<file path="src/rtl/core/lcsr_pkg.sv">
// Shared types and constants for the load cell serial reader with tare.
package lcsr_pkg;

  localparam int DATA_BITS    = 24;
  localparam int EXTRA_PULSES = 1;
  localparam int TOTAL_HALF   = 2 * (DATA_BITS + EXTRA_PULSES);
  localparam int TC_W         = $clog2(TOTAL_HALF + 1);
  localparam int DIV_W        = 24;
  localparam int FRAC_BITS    = 8;
  localparam int DVD_W        = DATA_BITS + FRAC_BITS;
  localparam int DCNT_W       = $clog2(DVD_W);
  localparam int WEIGHT_W     = 16;
  localparam int FUNC_W       = 2;

  localparam logic [DIV_W-1:0] SCALE_RESET = DIV_W'(256);

  localparam logic [FUNC_W-1:0] FUNC_TICK  = 2'd0;
  localparam logic [FUNC_W-1:0] FUNC_TARE  = 2'd1;
  localparam logic [FUNC_W-1:0] FUNC_MEAS  = 2'd2;

  typedef enum logic [2:0] {
    PH_IDLE  = 3'b001,
    PH_WAIT  = 3'b010,
    PH_SHIFT = 3'b100
  } phase_e;

  typedef enum logic [2:0] {
    ST_IDLE = 3'b001,
    ST_DIV  = 3'b010,
    ST_OUT  = 3'b100
  } ctrl_state_e;

  typedef struct packed {
    logic [FUNC_W-1:0] func;
    logic              din;
  } in_item_t;

  typedef struct packed {
    logic                sck;
    logic                busy_res;
    logic                done_res;
    logic                tare_set;
    logic [WEIGHT_W-1:0] weight;
  } out_item_t;

  typedef struct packed {
    logic step;
    logic div_step;
  } ctrl_cmd_t;

  typedef struct packed {
    logic need_div;
    logic div_last;
  } dp_stat_t;

endpackage

</file>
<file path="src/rtl/core/lcsr_if.sv">
// Handshake channel interfaces for items, results and the configuration write.
interface lcsr_in_if;
  logic               valid;
  logic               ready;
  lcsr_pkg::in_item_t data;
  modport source (output valid, output data, input ready);
  modport sink   (input valid, input data, output ready);
endinterface

interface lcsr_out_if;
  logic                valid;
  logic                ready;
  lcsr_pkg::out_item_t data;
  modport source (output valid, output data, input ready);
  modport sink   (input valid, input data, output ready);
endinterface

interface lcsr_cfg_if;
  logic                           valid;
  logic                           ready;
  logic [lcsr_pkg::DIV_W-1:0]     data;
  modport source (output valid, output data, input ready);
  modport sink   (input valid, input data, output ready);
endinterface

</file>
<file path="src/rtl/core/lcsr_ctrl.sv">
// Controller state machine: sequences accept, divide and result hand-off.
module lcsr_ctrl (
  input  logic                 clk_i,
  input  logic                 rst_ni,
  input  logic                 in_valid_i,
  output logic                 in_ready_o,
  output logic                 out_valid_o,
  input  logic                 out_ready_i,
  input  lcsr_pkg::dp_stat_t   stat_i,
  output lcsr_pkg::ctrl_cmd_t  cmd_o
);

  lcsr_pkg::ctrl_state_e state_q, state_d;

  always_comb begin
    state_d        = state_q;
    in_ready_o     = 1'b0;
    out_valid_o    = 1'b0;
    cmd_o.step     = 1'b0;
    cmd_o.div_step = 1'b0;
    case (state_q)
      lcsr_pkg::ST_IDLE: begin
        in_ready_o = 1'b1;
        if (in_valid_i) begin
          cmd_o.step = 1'b1;
          state_d    = stat_i.need_div ? lcsr_pkg::ST_DIV : lcsr_pkg::ST_OUT;
        end
      end
      lcsr_pkg::ST_DIV: begin
        cmd_o.div_step = 1'b1;
        if (stat_i.div_last) begin
          state_d = lcsr_pkg::ST_OUT;
        end
      end
      lcsr_pkg::ST_OUT: begin
        out_valid_o = 1'b1;
        if (out_ready_i) begin
          state_d = lcsr_pkg::ST_IDLE;
        end
      end
      default: begin
        state_d = lcsr_pkg::ST_IDLE;
      end
    endcase
  end

  always_ff @(posedge clk_i or negedge rst_ni) begin
    if (!rst_ni) begin
      state_q <= lcsr_pkg::ST_IDLE;
    end else begin
      state_q <= state_d;
    end
  end

endmodule

</file>
<file path="src/rtl/core/lcsr_dp.sv">
// Datapath: tick sequencing, shift register, tare store and serial divider.
module lcsr_dp (
  input  logic                           clk_i,
  input  logic                           rst_ni,
  input  lcsr_pkg::ctrl_cmd_t            cmd_i,
  output lcsr_pkg::dp_stat_t             stat_o,
  input  lcsr_pkg::in_item_t             item_i,
  input  logic                           cfg_we_i,
  input  logic [lcsr_pkg::DIV_W-1:0]     cfg_data_i,
  output lcsr_pkg::out_item_t            res_o
);

  localparam logic [lcsr_pkg::TC_W-1:0] TOTAL_HALF_C =
    lcsr_pkg::TC_W'(lcsr_pkg::TOTAL_HALF);
  localparam logic [lcsr_pkg::TC_W-2:0] BIT_LIMIT =
    (lcsr_pkg::TC_W-1)'(lcsr_pkg::DATA_BITS);
  localparam logic [lcsr_pkg::DATA_BITS-1:0] TOP_BIT =
    {1'b1, {(lcsr_pkg::DATA_BITS-1){1'b0}}};
  localparam logic [lcsr_pkg::DCNT_W-1:0] DCNT_LOAD =
    lcsr_pkg::DCNT_W'(lcsr_pkg::DVD_W - 1);

  lcsr_pkg::phase_e                    phase_q, phase_d;
  logic [lcsr_pkg::TC_W-1:0]           tick_q, tick_d;
  logic [lcsr_pkg::DATA_BITS-1:0]      shift_q, shift_d;
  logic [lcsr_pkg::DATA_BITS-1:0]      tare_q, tare_d;
  logic                                is_tare_q, is_tare_d;
  logic [lcsr_pkg::DIV_W-1:0]          scale_q;
  lcsr_pkg::out_item_t                 res_q, step_res;
  logic                                need_div;
  logic [lcsr_pkg::DATA_BITS-1:0]      word;

  logic [lcsr_pkg::DVD_W-1:0]          quo_q, quo_d;
  logic [lcsr_pkg::DIV_W-1:0]          rem_q, rem_d;
  logic [lcsr_pkg::DCNT_W-1:0]         dcnt_q;
  logic [lcsr_pkg::DIV_W-1:0]          divisor;
  logic [lcsr_pkg::DIV_W:0]            rem_sh;
  logic [lcsr_pkg::DIV_W:0]            rem_sub;
  logic                                rem_ge;

  // Per-tick behaviour of the readout sequencer
  always_comb begin
    phase_d   = phase_q;
    tick_d    = tick_q;
    shift_d   = shift_q;
    tare_d    = tare_q;
    is_tare_d = is_tare_q;
    step_res  = '0;
    need_div  = 1'b0;
    word      = '0;

    if (phase_d == lcsr_pkg::PH_IDLE &&
        (item_i.func == lcsr_pkg::FUNC_TARE || item_i.func == lcsr_pkg::FUNC_MEAS)) begin
      phase_d   = lcsr_pkg::PH_WAIT;
      is_tare_d = (item_i.func == lcsr_pkg::FUNC_TARE);
      shift_d   = '0;
      tick_d    = '0;
    end

    case (phase_d)
      lcsr_pkg::PH_WAIT: begin
        step_res.busy_res = 1'b1;
        if (!item_i.din) begin
          phase_d = lcsr_pkg::PH_SHIFT;
          tick_d  = '0;
          shift_d = '0;
        end
      end
      lcsr_pkg::PH_SHIFT: begin
        step_res.busy_res = 1'b1;
        if (!tick_d[0]) begin
          step_res.sck = 1'b1;
        end else if (tick_d[lcsr_pkg::TC_W-1:1] < BIT_LIMIT) begin
          shift_d = {shift_d[lcsr_pkg::DATA_BITS-2:0], item_i.din};
        end
        tick_d = tick_d + 1'b1;
        if (tick_d >= TOTAL_HALF_C) begin
          word              = shift_d ^ TOP_BIT;
          step_res.done_res = 1'b1;
          if (is_tare_d) begin
            tare_d            = word;
            step_res.tare_set = 1'b1;
          end else begin
            need_div = (word > tare_q);
          end
          phase_d = lcsr_pkg::PH_IDLE;
          tick_d  = '0;
        end
      end
      default: begin
        phase_d = lcsr_pkg::PH_IDLE;
      end
    endcase
  end

  // One restoring division step per cycle; a zero divisor counts as one
  assign divisor = (scale_q == '0) ? lcsr_pkg::DIV_W'(1) : scale_q;
  assign rem_sh  = {rem_q, quo_q[lcsr_pkg::DVD_W-1]};
  assign rem_sub = rem_sh - {1'b0, divisor};
  assign rem_ge  = (rem_sh >= {1'b0, divisor});
  assign rem_d   = rem_ge ? rem_sub[lcsr_pkg::DIV_W-1:0] : rem_sh[lcsr_pkg::DIV_W-1:0];
  assign quo_d   = {quo_q[lcsr_pkg::DVD_W-2:0], rem_ge};

  assign stat_o.need_div = need_div;
  assign stat_o.div_last = (dcnt_q == '0);
  assign res_o           = res_q;

  always_ff @(posedge clk_i or negedge rst_ni) begin
    if (!rst_ni) begin
      phase_q   <= lcsr_pkg::PH_IDLE;
      tick_q    <= '0;
      shift_q   <= '0;
      tare_q    <= '0;
      is_tare_q <= 1'b0;
      scale_q   <= lcsr_pkg::SCALE_RESET;
      dcnt_q    <= '0;
    end else begin
      if (cfg_we_i) begin
        scale_q <= cfg_data_i;
      end
      if (cmd_i.step) begin
        phase_q   <= phase_d;
        tick_q    <= tick_d;
        shift_q   <= shift_d;
        tare_q    <= tare_d;
        is_tare_q <= is_tare_d;
        dcnt_q    <= DCNT_LOAD;
      end else if (cmd_i.div_step) begin
        dcnt_q <= dcnt_q - 1'b1;
      end
    end
  end

  // Result and divider payload
  always_ff @(posedge clk_i) begin
    if (cmd_i.step) begin
      res_q <= step_res;
      quo_q <= {word - tare_q, {lcsr_pkg::FRAC_BITS{1'b0}}};
      rem_q <= '0;
    end else if (cmd_i.div_step) begin
      quo_q <= quo_d;
      rem_q <= rem_d;
      if (dcnt_q == '0) begin
        res_q.weight <= quo_d[lcsr_pkg::WEIGHT_W-1:0];
      end
    end
  end

endmodule

</file>
<file path="src/rtl/core/load_cell_serial_reader_with_tare.sv">
// Top level of the load cell serial reader with tare.
// Each input item is one bit tick of the converter link: a command (plain tick, start
// tare, start measure) and the sampled data line level. Every item gives exactly one
// result item holding the clock level to drive for that tick, busy and done flags, a
// tare flag and, on the finishing tick of a measure run, the net weight
// ((word - tare) * 256 / scale_divisor, truncated, low 16 bits; zero when the word does
// not exceed the tare). A start waits for the data line to go low, then runs 24 data
// pulses (high tick, low tick, sampled on the low tick) and one extra pulse for gain 128.
// Sequence: an item is accepted, then the registered result is offered; on the finishing
// tick of a measure run that needs a quotient, the restoring divider runs in between and
// resolves one quotient bit per cycle. The next item is taken once the result has been
// handed over. Write scale_divisor only while no item is in flight; the configuration
// channel is always ready.
module load_cell_serial_reader_with_tare (
  input  logic        clk_i,
  input  logic        rst_ni,
  lcsr_in_if.sink     in_if,
  lcsr_out_if.source  out_if,
  lcsr_cfg_if.sink    cfg_if
);

  lcsr_pkg::ctrl_cmd_t cmd;
  lcsr_pkg::dp_stat_t  stat;

  // Configuration writes land directly in the scale register
  assign cfg_if.ready = 1'b1;

  lcsr_ctrl u_ctrl (
    .clk_i       (clk_i),
    .rst_ni      (rst_ni),
    .in_valid_i  (in_if.valid),
    .in_ready_o  (in_if.ready),
    .out_valid_o (out_if.valid),
    .out_ready_i (out_if.ready),
    .stat_i      (stat),
    .cmd_o       (cmd)
  );

  // Hold the result in the datapath output register until it is taken
  lcsr_dp u_dp (
    .clk_i      (clk_i),
    .rst_ni     (rst_ni),
    .cmd_i      (cmd),
    .stat_o     (stat),
    .item_i     (in_if.data),
    .cfg_we_i   (cfg_if.valid),
    .cfg_data_i (cfg_if.data),
    .res_o      (out_if.data)
  );

endmodule
</file>
<file path="src/flat_wrapper.sv">
// flat-port wrapper written by rule: the top's interface ports become plain ports
module load_cell_serial_reader_with_tare_flat 
  (clk_i, rst_ni, in_if_valid, in_if_data, in_if_ready, out_if_valid, out_if_data, out_if_ready, cfg_if_valid, cfg_if_data, cfg_if_ready);
  lcsr_in_if in_if_i ();
  lcsr_out_if out_if_i ();
  lcsr_cfg_if cfg_if_i ();
  input  logic clk_i;
  input  logic rst_ni;
  input wire logic [$bits(in_if_i.valid)-1:0] in_if_valid;
  input wire logic [$bits(in_if_i.data)-1:0] in_if_data;
  output wire logic [$bits(in_if_i.ready)-1:0] in_if_ready;
  output wire logic [$bits(out_if_i.valid)-1:0] out_if_valid;
  output wire logic [$bits(out_if_i.data)-1:0] out_if_data;
  input wire logic [$bits(out_if_i.ready)-1:0] out_if_ready;
  input wire logic [$bits(cfg_if_i.valid)-1:0] cfg_if_valid;
  input wire logic [$bits(cfg_if_i.data)-1:0] cfg_if_data;
  output wire logic [$bits(cfg_if_i.ready)-1:0] cfg_if_ready;
  assign in_if_i.valid = in_if_valid;
  assign in_if_i.data = in_if_data;
  assign in_if_ready = in_if_i.ready;
  assign out_if_valid = out_if_i.valid;
  assign out_if_data = out_if_i.data;
  assign out_if_i.ready = out_if_ready;
  assign cfg_if_i.valid = cfg_if_valid;
  assign cfg_if_i.data = cfg_if_data;
  assign cfg_if_ready = cfg_if_i.ready;
  load_cell_serial_reader_with_tare u_core (.clk_i(clk_i), .rst_ni(rst_ni), .in_if(in_if_i), .out_if(out_if_i), .cfg_if(cfg_if_i));
endmodule
</file>
<file path="config.mk">
export PLATFORM = sky130hd
export DESIGN_NAME = load_cell_serial_reader_with_tare_flat
export DESIGN_NICKNAME = d
export VERILOG_FILES = /design/src/rtl/core/lcsr_pkg.sv /design/src/rtl/core/lcsr_if.sv /design/src/rtl/core/lcsr_ctrl.sv /design/src/rtl/core/lcsr_dp.sv /design/src/rtl/core/load_cell_serial_reader_with_tare.sv /design/src/flat_wrapper.sv
export SDC_FILE = /design/constraint.sdc
export NUM_CORES = 1
export LEC_CHECK = 0
export ABC_AREA = 1
export BUFFER_PORTS_ARGS = -buffer_cell sky130_fd_sc_hd__buf_4
export CAP_MARGIN = 20
export CORE_MARGIN = 5
export CORE_UTILIZATION = 57
export DETAILED_ROUTE_END_ITERATION = 16
export GPL_TIMING_DRIVEN = 0
export PLACE_DENSITY = 0.78
export SLEW_MARGIN = 5
export SYNTH_ARGS = -nofsm -noshare
export SYNTH_HDL_FRONTEND = slang
export SYNTH_SLANG_ARGS = --single-unit
</file>
<file path="constraint.sdc">
create_clock -name clk_i -period 3.6 [get_ports clk_i]
set_input_delay 0.54 -clock clk_i [delete_from_list [all_inputs] [get_ports clk_i]]
set_output_delay 0.54 -clock clk_i [all_outputs]
set_load 0.01 [all_outputs]
</file>
### After elaboration in Yosys (flattened, before gate mapping)

Index checks and enable logic that the tools add are counted.

| word-level totals | value |
|---|---|
| bits in latches | 0 |
| logic and storage cells | 86 |
| bits of input ports | 32 |
| bits in writable memories | 0 |
| output and inout port bits | 23 |
| memories kept | 0 |
| bits in read-only memories | 0 |
| register bits | 166 |

| operators by class | value |
|---|---|
| divide/modulo/power cells | 0 |
| reductions and logical operators | 10 |
| multipliers | 0 |
| magnitude comparators | 4 |
| bitwise logic cells | 1 |
| add/subtract/negate cells | 4 |
| shift-type cells | 0 |
| muxes and demuxes | 40 |
| equality and inequality tests | 11 |

Operator list:

| kind | number |
|---|---|
| 24-bit two-way mux | 9 |
| 32-bit two-way mux | 2 |
| 24-bit case mux with 2 select lines | 1 |
| 24-bit subtractor | 2 |
| 25-bit by 24-bit >= comparator with 1-bit output | 1 |
| 24-bit greater-than comparator | 1 |
| 24-bit zero test | 1 |
| 3-bit two-way mux | 7 |
| 6-bit two-way mux | 3 |
| 1-bit two-way mux | 12 |
| 6-bit case mux with 2 select lines | 1 |
| 5-bit two-way mux | 2 |
| 3-bit case mux with 3 select lines | 1 |
| 6-bit by 1-bit adder with 6-bit output (second input constant) | 1 |
| 3-bit by 1-bit == test with 1-bit output (second input constant) | 2 |
| 3-bit by 2-bit == test with 1-bit output (second input constant) | 2 |
| 3-bit == test (second input constant) | 2 |
| 6-bit >= comparator (second input constant) | 1 |
| 3-bit case mux with 2 select lines | 1 |
| 5-bit zero test | 1 |
| 5-bit < comparator (second input constant) | 1 |
| 5-bit by 1-bit subtractor with 5-bit output (second input constant) | 1 |
| 2-bit != test (second input constant) | 2 |
| 2-bit AND reduction | 2 |
| other kinds (11) | 11 |

### Logic depth before layout (Yosys ltp)

| logic depth | value |
|---|---|
| depth in word-level cells | 16 |
| depth in mapped cells | 29 |
| mapped depth without buffers | 29 |

### Hierarchy

A second synthesis with hierarchy kept.

| second synthesis, totals | value |
|---|---|
| cell total of the unflattened synthesis | 1513 |
| area, all modules | 10892.9 um2 |

By module, submodules not included:

| module | area an instance (um2) | cells each | sequential area each (um2) | times used |
|---|---|---|---|---|
| lcsr_dp | 10681.5 | 1479 | 3981.3 | 1 |
| lcsr_ctrl | 200.2 | 32 | 76.3 | 1 |
| load_cell_serial_reader_with_tare | 11.3 | 2 | 0.0 | 1 |

### Least setup slack after synthesis

No wires, ideal clock.

| timing | value |
|---|---|
| path type | input to register |
| start | in in_if_data[2] |
| end | reg u_core.u_dp.quo_q[26] (netlist name) (data pin) |
| required time | 3342 ps |
| path slack | -497 ps |
| arrival time | 3839 ps |
| library setup time | 258 ps |
| stages | 24 |
| path buffers | 1 |
| cell sequence | inv_1 -> ha_1 -> nor2_2 -> nand2_8 -> inv_4 -> nor2_4 -> ha_1 -> or2_2 -> nor2_1 -> nand2_2 -> nand2_4 -> nor2_8 -> nand2_2 -> buf_2 -> nor2_1 -> ha_1 -> a21oi_1 -> o21ai_0 -> a21oi_1 -> inv_1 -> a21oi_1 -> o21bai_1 -> o21ai_0 -> nand2_1 |

| between the ends | value |
|---|---|
| word-level cells in the longest chain between the ends | 12 |
| elaborated cells on any way between the ends | 18 |

RTL lines:

| what | RTL line | source |
|---|---|---|
| start: declaration | flat_wrapper.sv:10 | `input wire logic [$bits(in_if_i.data)-1:0] in_if_data;` |
| 2-bit by 1-bit == test with 1-bit output / 2-bit == test (equally long branches) | lcsr_dp.sv:52 | `(item_i.func == lcsr_pkg::FUNC_TARE \|\| item_i.func == lcsr_pkg::FUNC_MEAS)) begin` |
| 1-bit logical OR * | lcsr_dp.sv:52 |  |
| 1-bit logical AND * | lcsr_dp.sv:51 | `if (phase_d == lcsr_pkg::PH_IDLE &&` |
| branches (longest 6 deep; another with 6-bit by 1-bit adder with 6-bit output) | -- |  |
| 24-bit two-way mux * | lcsr_dp.sv:59 | `case (phase_d)` |
| 24-bit subtractor * | lcsr_dp.sv:137 | `quo_q <= {word - tare_q, {lcsr_pkg::FRAC_BITS{1'b0}}};` |
| 32-bit two-way mux * | lcsr_dp.sv:135 | `if (cmd_i.step) begin` |
| end signal: assignment | lcsr_dp.sv:137 |  |
| end signal: assignment | lcsr_dp.sv:140 | `quo_q <= quo_d;` |
| end: declaration | lcsr_dp.sv:32 | `logic [lcsr_pkg::DVD_W-1:0] quo_q, quo_d;` |

Every way passes the cells marked *. The select of a mux whose other input is x is not followed.
A chain may end at the register's enable or synchronous reset.

### Final worst setup path

| timing | value |
|---|---|
| start | reg u_core.u_dp.phase_q[0] |
| end | reg u_core.u_dp.quo_q[28] (netlist name) (data pin) |

| between the ends | value |
|---|---|
| word-level cells in the longest chain between the ends | 11 |
| elaborated cells on any way between the ends | 16 |

RTL lines:

| what | RTL line | source |
|---|---|---|
| start: declaration | lcsr_dp.sv:22 | `lcsr_pkg::phase_e phase_q, phase_d;` |
| start signal: assignment | lcsr_dp.sv:109 | `phase_q <= lcsr_pkg::PH_IDLE;` |
| start signal: assignment | lcsr_dp.sv:121 | `phase_q <= phase_d;` |
| branches (longest 8 deep; another with 6-bit by 1-bit adder with 6-bit output) | -- |  |
| 24-bit two-way mux * | lcsr_dp.sv:59 |  |
| 24-bit subtractor * | lcsr_dp.sv:137 |  |
| 32-bit two-way mux * | lcsr_dp.sv:135 |  |

Marks and branches as above.

==> out/metrics.csv <==
metric;value;unit
outcome;complete, but fails checks;
failing checks;setup timing;
Non-Filler Instances;1873;
Worst EP required;3.78;ns
hpwl dp;22900;microns
Max FO, Critical Path;7;
Gate Count Post-Synth;1476;
final worst slack;-0.189;ns
main combinational cell family by area after synthesis;simple AND/OR/NAND/NOR gates;
Hold Crit Class;in2async;
GR Overflow Total;0;
vias per std cell;5.74;
core area;19300;sq um
final core occ;71.2;%
clk_lat worst skew;0.44;ns
initial antenna violation count;0;
starting density of the core;57.5;%
Clock transition at path regs;0.07;ns
Final setup viols;14;
most frequent cells in the layout;nand2_1 (323), inv_1 (190), buf_4 (101);
multiplexer share of the synthesized area;0;%
RSZ-0062 raised after global routing;yes;
Tcrit/Tclk final;105;%
asr flop ratio synth;54.2;%
XOR/XNOR share of the synthesized area;1.50;%
Worst Tran Pin Value;0.797;ns
WP data arrival;3.97;ns
footprint of the multi-input gates;6790;sq um
skew final;0.0177;ns
Fmax;264;MHz
Pleak;6.43;nW
CTS H-tree depth;4;
first-pass GRT wire length;51600;microns
final WL;33400;microns
Max-Cap Viols;0;
CTS Root Cell;clkbuf_16;
Synth Net Count;1586;
largest net degree at the start of global routing;67;
Die X;149;microns
Unique masters post-synth;60;
Post-synth EDFFs;28;
first drt pass iteration count;5;
#FFs+latches synth;166;
Port Buf Inserts;52;
num rows;51;
via count;10700;
nets;1705;
syn_area_per_cell;7.51;sq um
critical path capture point type;flip-flop;
CTS Buf Count;17;
adder-cell share of the synthesized area;8.94;%
area growth from synthesis to layout;23.8;%
CP Launch Type;flip-flop;
Syn. warnings;0;
leading cell type in the layout, fill and taps excluded;nand2_1;
DIE AREA;22300;sq um
gr usage total;28.9;%
wire length per cell;17.8;microns
TritonCTS clock tree;done;
number of global-route vias before repair;10500;
boundary pin count;55;
Setup Crit Path Kind;reg2reg;
register area;4060;sq um
Pins Over Slew Limit;0;
GP Congestion;0.964;
Sink Count;166;
Die Y;149;microns
P per Cell Area;1060;nW/um^2
Worst Setup Slack post-DPL;-0.783;ns
Fin Setup TNS;-1.01;ns
Antenna diodes;0;
Layout fillers;1477;
Post-Place Cells;1795;
Worst VDD drop;0.739;mV
final hold violation count;0;
CTS Hold Bufs;0;
Synth Flop Type;dfrtp_1;
share of layout cells above drive strength 1;22.3;%
fraction of the mapped netlist area in compound gates;20.3;%
ANT nets after route;0;
relative slew slack;46.9;%
Max clock buf depth;2;
min Tclk post-route;3.79;ns
Residual DRC;0;
Synth Area in Simple Gates;23.0;%
register area share after synthesis;36.6;%
drt initial violations;775;
cell area after synthesis;11100;sq um
-- metal layers --
metal / track usage [%] / routed length, microns / vias to the layer above
li1: - / - / 5171
met1: 36.4 / 14000 / 5085
met2: 49.0 / 16200 / 404
met3: 5.88 / 1980 / 87
met4: 11.0 / 1150 / 0
met5: 0 / 0 / -
-- logic make-up after synthesis --
family                   after synthesis
AO/OA/AOI/OAI                        372
flip-flops                           166
XOR/XNOR                              19
AND/OR/NAND/NOR                      581
buffers and inverters                259
other                                  1
adder cells (fa/ha/maj)               78
-- worst max-delay path, stage by stage, from the launching register on --
cell and delay (ns):
dfstp_2 0.56, inv_4 0.06, nor2_8 0.11, nand2_8 0.07, inv_8 0.07, nor2_4 0.05
ha_4 0.17, inv_1 0.05, nand3_1 0.08, nand2_2 0.11, nor2_4 0.04, nand2_2 0.07
nand2_4 0.07, nor2_8 0.14, nand2_8 0.11, buf_8 0.19, nor2_2 0.16, ha_4 0.26
a21oi_4 0.19, o21bai_1 0.17, and2_1 0.19, o21ai_1 0.21, nand3_2 0.14, o21ai_2 0.19
nand2_1 0.07
-- through the flow --
step	instance area (sq um)	total power [mW]	hold slack (ns)
after floorplan	11200	8.06	0.244
after global placement	12000	9.48	0.459
after detailed placement	12000	9.71	0.463
after CTS	13400	12.9	0.0313
after global routing	13700	15.4	0.0371
final	13700	14.5	0.0242
-- state kept, by name, summed over array words and instances, names as in the netlist --
name	flops
u_core.u_dp.is_tare_q	1
u_core.u_dp.rem_q	24
u_core.u_dp.shift_q	24
u_core.u_dp.dcnt_q	5
u_core.u_ctrl.state_q	3
u_core.u_dp.phase_q	3
u_core.u_dp.tare_q	24
u_core.u_dp.scale_q	24
u_core.u_dp.quo_q	32
u_core.u_dp.res_o	20
u_core.u_dp.tick_q	6
-- final timing paths --
kind | slack (ns) | start | cells past startpoint | endpoint
setup / recovery | -0.19 | u_core.u_dp.phase_q[0] | 24 | u_core.u_dp.quo_q[28]
hold / removal | 0.02 | rst_ni | 1 | u_core.u_dp.scale_q[23]
setup reg to reg | -0.19 | u_core.u_dp.phase_q[0] | 24 | u_core.u_dp.quo_q[28]
hold reg to reg | 0.47 | u_core.u_dp.quo_q[3] | 2 | u_core.u_dp.quo_q[3]
max in group asynchronous | 2.88 | rst_ni | 2 | u_core.u_dp.phase_q[0]
min in group clk_i | 0.29 | in_if_valid | 2 | u_core.u_ctrl.state_q[0]
-- area by class of cell --
class	count	share of cell area (%)
plain buffers	54	2.30
clock buffers	21	3.59
clock inverters	11	0.857
inverters	205	5.76
multi-input cells	1051	49.5
flip-flops and latches	166	29.6
well taps	265	2.42
repair buffers	100	6.02
-- synthesized netlist by cell type, types with 3 or more instances --
cell type,count,area [sq um]
a211oi_1,10,75.1
a21boi_0,3,22.5
a21o_1,6,45.0
a21oi_1,105,526
a22o_1,7,61.3
a22oi_1,4,30.0
buf_2,8,40.0
buf_4,8,60.1
buf_6,7,78.8
clkbuf_1,30,113
dfrtp_1,87,2180
dfstp_2,3,78.8
dfxtp_1,48,961
edfxtp_1,28,841
ha_1,76,951
inv_1,197,739
inv_2,6,22.5
nand2_1,341,1280
nand2_2,13,81.3
nand3_1,45,225
nand3b_1,4,30.0
nand4_1,16,100
nor2_1,112,420
nor2_4,3,33.8
nor3_1,14,70.1
nor4_1,7,43.8
o211ai_1,8,60.1
o21ai_0,121,606
o21ai_1,28,140
o21ai_2,34,298
o21bai_1,10,75.1
o221ai_1,24,210
o22ai_1,5,31.3
or2_1,3,18.8
or2_2,6,37.5
xnor2_1,11,96.3
xor2_1,8,70.1
-- timing repair --
item / in CTS / in global routing
cloned: 1 / 0
gates resized for setup: 99 / 72
pin swaps: 55 / 47
setup buffers: 35 / 10
setup endpoints to repair: 18 / 20
-- report_power, final --
part,switching [mW],internal [mW],total [mW]
registers,0.337,2.51,2.85
clock network,0.831,1.08,1.91
logic,5.85,3.87,9.72
total,7.02,7.46,14.5
(Power assumes the default switching activity.)
